--- src/sv/dshs_pkg.sv ---
`default_nettype none
package dshs_pkg;

    // Grant queue depth; pending count is 3 bits wide
    localparam int GRANT_QUEUE_DEPTH = 4;

    localparam int PULSE_W  = 16;
    localparam int SETTLE_W = 20;
    localparam int HOLD_W   = 22;
    localparam int CFG_W    = 22;
    localparam int PEND_W   = 3;

    localparam logic [PULSE_W-1:0]  PULSE_RST  = 16'd1000;
    localparam logic [SETTLE_W-1:0] SETTLE_RST = 20'd5000;
    localparam logic [HOLD_W-1:0]   HOLD_RST   = 22'd300000;

    typedef enum logic [1:0] {
        CFG_PULSE  = 2'd0,
        CFG_SETTLE = 2'd1,
        CFG_HOLD   = 2'd2
    } t_cfg_idx;

    typedef enum logic [1:0] {
        PH_IDLE   = 2'd0,
        PH_PULSE  = 2'd1,
        PH_WAIT   = 2'd2,
        PH_SETTLE = 2'd3
    } t_phase;

    typedef enum logic [1:0] {
        REL_NONE    = 2'd0,
        REL_STABLE  = 2'd1,
        REL_TIMEOUT = 2'd2
    } t_release;

    typedef struct packed {
        logic grant;
        logic reed_closed;
    } t_tick;

    typedef struct packed {
        logic              relay_on;
        logic [1:0]        phase;
        logic [1:0]        release_kind;
        logic              grant_dropped;
        logic [PEND_W-1:0] pending_count;
    } t_result;

endpackage
`default_nettype wire

--- src/sv/dshs_tick_if.sv ---
`default_nettype none
interface dshs_tick_if;
    logic valid;
    logic ready;
    logic grant;
    logic reed_closed;

    modport source (output valid, output grant, output reed_closed, input ready);
    modport sink   (input valid, input grant, input reed_closed, output ready);
endinterface
`default_nettype wire

--- src/sv/dshs_result_if.sv ---
`default_nettype none
interface dshs_result_if;
    logic       valid;
    logic       ready;
    logic       relay_on;
    logic [1:0] phase;
    logic [1:0] release_kind;
    logic       grant_dropped;
    logic [2:0] pending_count;

    modport source (output valid, output relay_on, output phase, output release_kind,
                    output grant_dropped, output pending_count, input ready);
    modport sink   (input valid, input relay_on, input phase, input release_kind,
                    input grant_dropped, input pending_count, output ready);
endinterface
`default_nettype wire

--- src/sv/door_strike_hold_sequencer_top.sv ---
// Door strike hold sequencer.
// i_tick carries one time tick per word: a grant pulse and the reed level.
// o_result returns one word per tick: relay drive, phase, release kind,
// dropped-grant flag and the number of grants still queued.
// Registers are written through i_cfg_we / i_cfg_idx / i_cfg_data:
// 0 pulse ticks, 1 settle ticks, 2 max hold ticks; index 3 is ignored.
// Write them only while no tick is in flight.
// A tick accepted into the queue register waits there until the sequencer steps
// it, and its result is then written into the result register.
// Throughput: one tick per cycle while the receiver takes results; the sequencer
// step (decrement, zero compare, phase select) is combinational.
// Reset clears the queue, the sequencer goes idle with no pending grants,
// and the registers return to 1000 / 5000 / 300000.
// When the receiver stalls, the result word holds, the two-entry input
// queue absorbs up to two more ticks, then i_tick.ready goes low.
`default_nettype none
module door_strike_hold_sequencer_top (
    input  wire                        i_clk,
    input  wire                        i_rst_n,
    input  wire                        i_cfg_we,
    input  wire [1:0]                  i_cfg_idx,
    input  wire [dshs_pkg::CFG_W-1:0]  i_cfg_data,
    dshs_tick_if.sink                  i_tick,
    dshs_result_if.source              o_result
);

    logic            deq_valid;
    logic            deq_ready;
    dshs_pkg::t_tick deq_word;

    dshs_front u_front (
        .i_clk       (i_clk),
        .i_rst_n     (i_rst_n),
        .i_tick      (i_tick),
        .o_deq_valid (deq_valid),
        .o_deq_word  (deq_word),
        .i_deq_ready (deq_ready)
    );

    dshs_back u_back (
        .i_clk       (i_clk),
        .i_rst_n     (i_rst_n),
        .i_cfg_we    (i_cfg_we),
        .i_cfg_idx   (i_cfg_idx),
        .i_cfg_data  (i_cfg_data),
        .i_deq_valid (deq_valid),
        .i_deq_word  (deq_word),
        .o_deq_ready (deq_ready),
        .o_result    (o_result)
    );

endmodule
`default_nettype wire

--- src/sv/dshs_front.sv ---
`default_nettype none
// Front: takes tick words and holds them in a two-entry queue
module dshs_front (
    input  wire            i_clk,
    input  wire            i_rst_n,
    dshs_tick_if.sink      i_tick,
    output logic           o_deq_valid,
    output dshs_pkg::t_tick o_deq_word,
    input  wire            i_deq_ready
);

    dshs_pkg::t_tick r_mem [2];
    logic            r_wr_ptr;
    logic            r_rd_ptr;
    logic [1:0]      r_count;
    logic [1:0]      n_count;
    logic            push;
    logic            pop;

    assign i_tick.ready = (r_count != 2'd2);
    assign push         = i_tick.valid && i_tick.ready;
    assign o_deq_valid  = (r_count != 2'd0);
    assign pop          = o_deq_valid && i_deq_ready;
    assign o_deq_word   = r_mem[r_rd_ptr];

    // occupancy
    always_comb begin
        n_count = r_count;
        case ({push, pop})
            2'b10:   n_count = r_count + 2'd1;
            2'b01:   n_count = r_count - 2'd1;
            default: n_count = r_count;
        endcase
    end

    always_ff @(posedge i_clk) begin
        if (!i_rst_n) begin
            r_wr_ptr <= 1'b0;
            r_rd_ptr <= 1'b0;
            r_count  <= 2'd0;
        end else begin
            r_count <= n_count;
            if (push) r_wr_ptr <= ~r_wr_ptr;
            if (pop)  r_rd_ptr <= ~r_rd_ptr;
        end
    end

    // storage, classified into the tick struct
    always_ff @(posedge i_clk) begin
        if (push) begin
            r_mem[r_wr_ptr].grant       <= i_tick.grant;
            r_mem[r_wr_ptr].reed_closed <= i_tick.reed_closed;
        end
    end

endmodule
`default_nettype wire

--- src/sv/dshs_back.sv ---
`default_nettype none
// Back: strike sequencer, one tick per cycle unless a result is held, registered result
module dshs_back (
    input  wire                          i_clk,
    input  wire                          i_rst_n,
    input  wire                          i_cfg_we,
    input  wire [1:0]                    i_cfg_idx,
    input  wire [dshs_pkg::CFG_W-1:0]    i_cfg_data,
    input  wire                          i_deq_valid,
    input  wire dshs_pkg::t_tick         i_deq_word,
    output logic                         o_deq_ready,
    dshs_result_if.source                o_result
);

    logic [dshs_pkg::PULSE_W-1:0]  r_pulse_ticks;
    logic [dshs_pkg::SETTLE_W-1:0] r_settle_ticks;
    logic [dshs_pkg::HOLD_W-1:0]   r_hold_ticks;

    dshs_pkg::t_phase              r_phase;
    dshs_pkg::t_phase              n_phase;
    logic [dshs_pkg::HOLD_W-1:0]   r_countdown;
    logic [dshs_pkg::HOLD_W-1:0]   n_countdown;
    logic [dshs_pkg::PEND_W-1:0]   r_pending;
    logic [dshs_pkg::PEND_W-1:0]   n_pending;
    dshs_pkg::t_release            n_release;
    logic                          n_dropped;

    logic                          r_out_valid;
    dshs_pkg::t_result             r_out;
    logic                          step;
    logic                          chk_pulse;
    logic                          chk_wait;
    logic                          chk_settle;
    logic                          closed;

    assign o_deq_ready = !r_out_valid || o_result.ready;
    assign step        = i_deq_valid && o_deq_ready;
    assign closed      = i_deq_word.reed_closed;

    // configuration writes
    always_ff @(posedge i_clk) begin
        if (!i_rst_n) begin
            r_pulse_ticks  <= dshs_pkg::PULSE_RST;
            r_settle_ticks <= dshs_pkg::SETTLE_RST;
            r_hold_ticks   <= dshs_pkg::HOLD_RST;
        end else if (i_cfg_we) begin
            unique case (i_cfg_idx)
                dshs_pkg::CFG_PULSE:  r_pulse_ticks  <= i_cfg_data[dshs_pkg::PULSE_W-1:0];
                dshs_pkg::CFG_SETTLE: r_settle_ticks <= i_cfg_data[dshs_pkg::SETTLE_W-1:0];
                dshs_pkg::CFG_HOLD:   r_hold_ticks   <= i_cfg_data[dshs_pkg::HOLD_W-1:0];
                default: ;
            endcase
        end
    end

    // next state for one tick
    always_comb begin
        n_pending   = r_pending;
        n_dropped   = 1'b0;
        n_phase     = r_phase;
        n_countdown = r_countdown;
        n_release   = dshs_pkg::REL_NONE;
        chk_pulse   = 1'b0;
        chk_wait    = 1'b0;
        chk_settle  = 1'b0;

        // queue the grant first
        if (i_deq_word.grant) begin
            if (r_pending < dshs_pkg::PEND_W'(dshs_pkg::GRANT_QUEUE_DEPTH))
                n_pending = r_pending + 1'b1;
            else
                n_dropped = 1'b1;
        end

        unique case (r_phase)
            dshs_pkg::PH_IDLE: begin
                if (n_pending != '0) begin
                    n_pending   = n_pending - 1'b1;
                    n_phase     = dshs_pkg::PH_PULSE;
                    n_countdown = dshs_pkg::HOLD_W'(r_pulse_ticks);
                    chk_pulse   = 1'b1;
                end
            end
            dshs_pkg::PH_PULSE: begin
                if (r_countdown != '0) n_countdown = r_countdown - 1'b1;
                chk_pulse = 1'b1;
            end
            dshs_pkg::PH_WAIT: begin
                if (r_countdown != '0) n_countdown = r_countdown - 1'b1;
                chk_wait = 1'b1;
            end
            default: begin
                if (r_countdown != '0) n_countdown = r_countdown - 1'b1;
                chk_settle = 1'b1;
            end
        endcase

        // pulse done: start waiting for closure
        if (chk_pulse && n_countdown == '0) begin
            n_phase     = dshs_pkg::PH_WAIT;
            n_countdown = r_hold_ticks;
            chk_wait    = 1'b1;
        end

        // closure seen or timeout
        if (chk_wait) begin
            if (closed) begin
                n_phase     = dshs_pkg::PH_SETTLE;
                n_countdown = dshs_pkg::HOLD_W'(r_settle_ticks);
                chk_settle  = 1'b1;
            end else if (n_countdown == '0) begin
                n_release = dshs_pkg::REL_TIMEOUT;
                n_phase   = dshs_pkg::PH_IDLE;
            end
        end

        // settled close, or reopen back to waiting (timeout at once if hold is zero)
        if (chk_settle) begin
            if (n_countdown == '0) begin
                n_release = dshs_pkg::REL_STABLE;
                n_phase   = dshs_pkg::PH_IDLE;
            end else if (!closed) begin
                n_phase     = dshs_pkg::PH_WAIT;
                n_countdown = r_hold_ticks;
                if (r_hold_ticks == '0) begin
                    n_release = dshs_pkg::REL_TIMEOUT;
                    n_phase   = dshs_pkg::PH_IDLE;
                end
            end
        end
    end

    // sequencer state and output register
    always_ff @(posedge i_clk) begin
        if (!i_rst_n) begin
            r_phase     <= dshs_pkg::PH_IDLE;
            r_countdown <= '0;
            r_pending   <= '0;
            r_out_valid <= 1'b0;
        end else begin
            if (step) begin
                r_phase     <= n_phase;
                r_countdown <= n_countdown;
                r_pending   <= n_pending;
                r_out_valid <= 1'b1;
            end else if (o_result.ready) begin
                r_out_valid <= 1'b0;
            end
        end
    end

    always_ff @(posedge i_clk) begin
        if (step) begin
            r_out.relay_on      <= (n_phase != dshs_pkg::PH_IDLE);
            r_out.phase         <= n_phase;
            r_out.release_kind  <= n_release;
            r_out.grant_dropped <= n_dropped;
            r_out.pending_count <= n_pending;
        end
    end

    assign o_result.valid         = r_out_valid;
    assign o_result.relay_on      = r_out.relay_on;
    assign o_result.phase         = r_out.phase;
    assign o_result.release_kind  = r_out.release_kind;
    assign o_result.grant_dropped = r_out.grant_dropped;
    assign o_result.pending_count = r_out.pending_count;

endmodule
`default_nettype wire

--- src/flat_wrapper.sv ---
// flat-port wrapper written by rule: the top's interface ports become plain ports
module door_strike_hold_sequencer_top_flat 
  (i_clk, i_rst_n, i_cfg_we, i_cfg_idx, i_cfg_data, i_tick_valid, i_tick_grant, i_tick_reed_closed, i_tick_ready, o_result_valid, o_result_relay_on, o_result_phase, o_result_release_kind, o_result_grant_dropped, o_result_pending_count, o_result_ready);
  dshs_tick_if i_tick_i ();
  dshs_result_if o_result_i ();
  input  wire i_clk;
  input  wire i_rst_n;
  input  wire i_cfg_we;
  input  wire [1:0] i_cfg_idx;
  input  wire [dshs_pkg::CFG_W-1:0] i_cfg_data;
  input wire logic [$bits(i_tick_i.valid)-1:0] i_tick_valid;
  input wire logic [$bits(i_tick_i.grant)-1:0] i_tick_grant;
  input wire logic [$bits(i_tick_i.reed_closed)-1:0] i_tick_reed_closed;
  output wire logic [$bits(i_tick_i.ready)-1:0] i_tick_ready;
  output wire logic [$bits(o_result_i.valid)-1:0] o_result_valid;
  output wire logic [$bits(o_result_i.relay_on)-1:0] o_result_relay_on;
  output wire logic [$bits(o_result_i.phase)-1:0] o_result_phase;
  output wire logic [$bits(o_result_i.release_kind)-1:0] o_result_release_kind;
  output wire logic [$bits(o_result_i.grant_dropped)-1:0] o_result_grant_dropped;
  output wire logic [$bits(o_result_i.pending_count)-1:0] o_result_pending_count;
  input wire logic [$bits(o_result_i.ready)-1:0] o_result_ready;
  assign i_tick_i.valid = i_tick_valid;
  assign i_tick_i.grant = i_tick_grant;
  assign i_tick_i.reed_closed = i_tick_reed_closed;
  assign i_tick_ready = i_tick_i.ready;
  assign o_result_valid = o_result_i.valid;
  assign o_result_relay_on = o_result_i.relay_on;
  assign o_result_phase = o_result_i.phase;
  assign o_result_release_kind = o_result_i.release_kind;
  assign o_result_grant_dropped = o_result_i.grant_dropped;
  assign o_result_pending_count = o_result_i.pending_count;
  assign o_result_i.ready = o_result_ready;
  door_strike_hold_sequencer_top u_core (.i_clk(i_clk), .i_rst_n(i_rst_n), .i_cfg_we(i_cfg_we), .i_cfg_idx(i_cfg_idx), .i_cfg_data(i_cfg_data), .i_tick(i_tick_i), .o_result(o_result_i));
endmodule
--- config.mk ---
export PLATFORM = sky130hd
export DESIGN_NAME = door_strike_hold_sequencer_top_flat
export DESIGN_NICKNAME = d
export VERILOG_FILES = /design/src/sv/dshs_pkg.sv /design/src/sv/dshs_tick_if.sv /design/src/sv/dshs_result_if.sv /design/src/sv/door_strike_hold_sequencer_top.sv /design/src/sv/dshs_front.sv /design/src/sv/dshs_back.sv /design/src/flat_wrapper.sv
export SDC_FILE = /design/constraint.sdc
export NUM_CORES = 1
export LEC_CHECK = 0
export BUFFER_PORTS_ARGS = -buffer_cell sky130_fd_sc_hd__buf_2
export CORE_MARGIN = 4
export CORE_UTILIZATION = 42
export CTS_CLUSTER_DIAMETER = 60
export CTS_CLUSTER_SIZE = 8
export DETAILED_ROUTE_END_ITERATION = 12
export PLACE_DENSITY = 0.6
export SLEW_MARGIN = 20
export SYNTH_ARGS = -nofsm -noshare
export SYNTH_HDL_FRONTEND = slang
export SYNTH_SLANG_ARGS = --single-unit
--- constraint.sdc ---
create_clock -name i_clk -period 5.8 [get_ports i_clk]
set_input_delay 1.16 -clock i_clk [delete_from_list [all_inputs] [get_ports i_clk]]
set_output_delay 1.16 -clock i_clk [all_outputs]
set_load 0.02 [all_outputs]
==> results_dict.tcl <==
set metrics [dict create \
    outcome "finished clean" \
    tritoncts "done" \
    cp_max_fo 22 \
    worstSetupStartpointType "flip-flop" \
    drc 0 \
    fin_tns_setup_ns 0 \
    routed_via_density 6.163 \
    grt_first_pass_wirelength_um 31820 \
    synth_most_common_cell "nand2_1" \
    clock_latency_ns 0.35 \
    ios 42 \
    vias 5898 \
    synth_area_mm2 0.006077 \
    critical_path_class "flip-flop to flip-flop" \
    reg2regPathDepth 18 \
    synthCells 761 \
    wirelength_um 19920 \
    yosys.area.top_type_share_pct 29.98 \
    cts_resized 0 \
    endpoint "u_core.u_back.r_countdown[7]" \
    hold_buffers 0 \
    cts_root_buf "clkbuf_16" \
    grt_pass1_vias 5634 \
    drv_slew 0 \
    io_buffers 41 \
    firstDrtPassIters 5 \
    track_usage_pct 24.57 \
    n_antenna_cell 0 \
    ys_seq_area_share_pct 36.40 \
    cellPowerDensity_mw_per_mm2 553.7 \
    maxCapViolCount 0 \
    yosys-top-cells-area "dfxtp_1 30%, nand2_1 10%, edfxtp_1 6.4%" \
    fin_skew_ns 0.008557 \
    rsz0062_at_grt "false" \
    fin_crit_ns 5.395 \
    grt_busiest_layer "met2" \
    stdcell_count 957 \
    fin_nets 811 \
    hold_viol 0 \
    fin_crit_sh_pct 93.02 \
    cts.clk_slew.worst_paths_ns 0.07 \
    area_growth_pct 9.656 \
    htreeDepth 3 \
    syn-num-nets 799 \
    setup_viol 0 \
    clkSinkCount 104 \
    avgSynthCellArea_um2 7.986 \
    r2r_slack_ns 0.40 \
    die_area_mm2 0.01646 \
    grtUsageMet1_pct 34.96 \
    cts_made_buffers 9 \
    gp_congestion 1.025 \
    grt_max_degree 61 \
    r2r-end "u_core.u_back.r_countdown[7]" \
    leakagePower_uw 0.002435 \
    routedWlPerCell_um 20.82 \
    end_kind "flip-flop" \
    coreArea_mm2 0.01404 \
    die_x_um 128.3 \
    synthFlopType "dfxtp_1" \
    critical_path_required_ns 6.02 \
    cts_buffer_depth 2 \
    synth_commonest_cells "168 x nand2_1, 91 x dfxtp_1, 44 x a21boi_0" \
    initial_core_util_pct 43.28 \
    synth.ff_latch_count 104 \
    rows 43 \
    max-vdd-ir-drop_mv 0.1704 \
    antenna_found_initial 0 \
    async_reset_ff_share_pct 0 \
    ys_warn_count 0 \
    drive_gt1_share_pct 13.51 \
    grt_overflow 0 \
    synth_edf_count 13 \
    fillers 1422 \
    maxSlewHeadroom_pct 22.93 \
    tightest_slew_ns 1.142 \
    dpl.hpwl_um 14770 \
    gr-usage-met2_pct 37.91 \
    arrival_ns 5.62 \
    dp.cells 942 \
    drt-initial-drc-count 742 \
    min_path_type "flip-flop to flip-flop" \
    die_h_um 128.3 \
    synth.distinct_cells 72 \
    drt.antenna.violating_nets 0 \
    post-cts-setup-buffer-count 0 \
    use_met3_pct 5.167 \
    clock.fmax_mhz 185.4 \
    synth_top_area_cell "dfxtp_1" \
]
how the worst min path moves through the flow:
stage | slack [ns] | end | start | depth (start not counted)
after floorplan | 0.44 | u_core.u_back.r_pulse_ticks[9] | u_core.u_back.r_pulse_ticks[9] | 2
after global placement | 0.46 | u_core.u_back.r_settle_ticks[10] | u_core.u_back.r_settle_ticks[10] | 2
after detailed placement | 0.46 | u_core.u_back.r_settle_ticks[11] | u_core.u_back.r_settle_ticks[11] | 2
after CTS | 0.47 | u_core.u_back.r_settle_ticks[11] | u_core.u_back.r_settle_ticks[11] | 2
after global routing | 0.49 | u_core.u_back.r_settle_ticks[11] | u_core.u_back.r_settle_ticks[11] | 2
final | 0.47 | u_core.u_back.r_settle_ticks[11] | u_core.u_back.r_settle_ticks[11] | 2
cells in the final DEF (no fill, tap or decap), drive strengths merged, types with 7 or more instances in the layout:
cell / instances
clkbuf: 11
mux2i: 11
inv: 36
nor3: 20
a31oi: 12
o21ai: 16
o211ai: 24
a211oi: 28
nor2: 29
nand3: 19
nor4: 17
edfxtp: 13
o221ai: 19
buf: 63
ha: 7
or3: 12
dfxtp: 91
a21oi: 20
a21boi: 44
and2: 10
o22ai: 9
nand2: 168
or4: 11
critical path, cell delays in order, from the launching register on:
cell and delay (ns):
dfxtp_1 0.39, mux2i_1 0.30, nor2_1 0.12, mux2i_1 0.16, ha_1 0.24, ha_1 0.30
nor3_2 0.61, buf_4 0.25, a22oi_1 0.08, and3_1 0.25, nor2b_1 0.17, and4_1 0.27
a21oi_4 0.38, o211ai_1 0.18, or4_4 0.61, nor4b_4 0.30, nor3b_4 0.21, buf_4 0.32
a211oi_1 0.10
flip-flops by register name (all words and copies together), names as in the netlist, named ones only:
name,flops
u_core.u_back.o_result.relay_on,1
u_core.u_back.r_pulse_ticks,16
u_core.u_back.o_result.release_kind,2
u_core.u_back.r_phase,2
u_core.u_back.o_result.pending_count,3
u_core.u_back.o_result.phase,2
u_core.u_front.r_mem,4
u_core.u_front.r_count,2
u_core.u_back.r_pending,3
u_core.u_back.r_hold_ticks,22
u_core.u_back.o_result.valid,1
u_core.u_front.r_rd_ptr,1
u_core.u_back.r_settle_ticks,20
u_core.u_back.r_countdown,22
u_core.u_back.o_result.grant_dropped,1
u_core.u_front.r_wr_ptr,1
area by class of cell:
cell class	count	area (um2)	share of cell area, %
multi-input cells	561	3457	51.88
clock inverters	4	28.78	0.4318
inverters	34	127.6	1.915
well taps	180	225.2	3.380
clock buffers	11	242.7	3.643
repair buffers	63	370.4	5.558
flip-flops and latches	104	2212	33.20
where the power goes:
group          switching, uW  leakage, uW  total [uW]  internal, uW
clock                    263     0.000136         566           302
sequential               188     0.000869        1080           894
combinational           1280      0.00143        2040           766
metal layers:
layer | vias up | wire length (um)
met4 | 0 | 318
met3 | 32 | 1820
met2 | 254 | 8769
met1 | 2823 | 9014
met5 | - | 0
li1 | 2789 | -
metrics by stage:
step	hold WS [ns]	cell area (um2)	total power (uW)	setup WS, ns	utilization, %
final	0.4674	6664	3690	0.4049	47.46
after global routing	0.4898	6664	3903	0.009485	47.46
after CTS	0.4690	6663	3652	0.4543	47.45
after detailed placement	0.4596	6391	3079	0.4886	45.51
after global placement	0.4555	6391	3081	0.5083	45.51
after floorplan	0.4398	6077	2457	1.028	-
logic make-up after synthesis:
logic type               Yosys count  share of synthesized area, %
flip-flops                       104                         36.40
AND/OR/NAND/NOR                  326                         26.50
AO/OA/AOI/OAI                    211                         25.96
XOR/XNOR                           5                        0.7206
multiplexers                      12                         1.997
buffers and inverters             96                         6.980
adder cells (fa/ha/maj)            7                         1.441
Note: power is estimated with default switching activity, not from simulation.
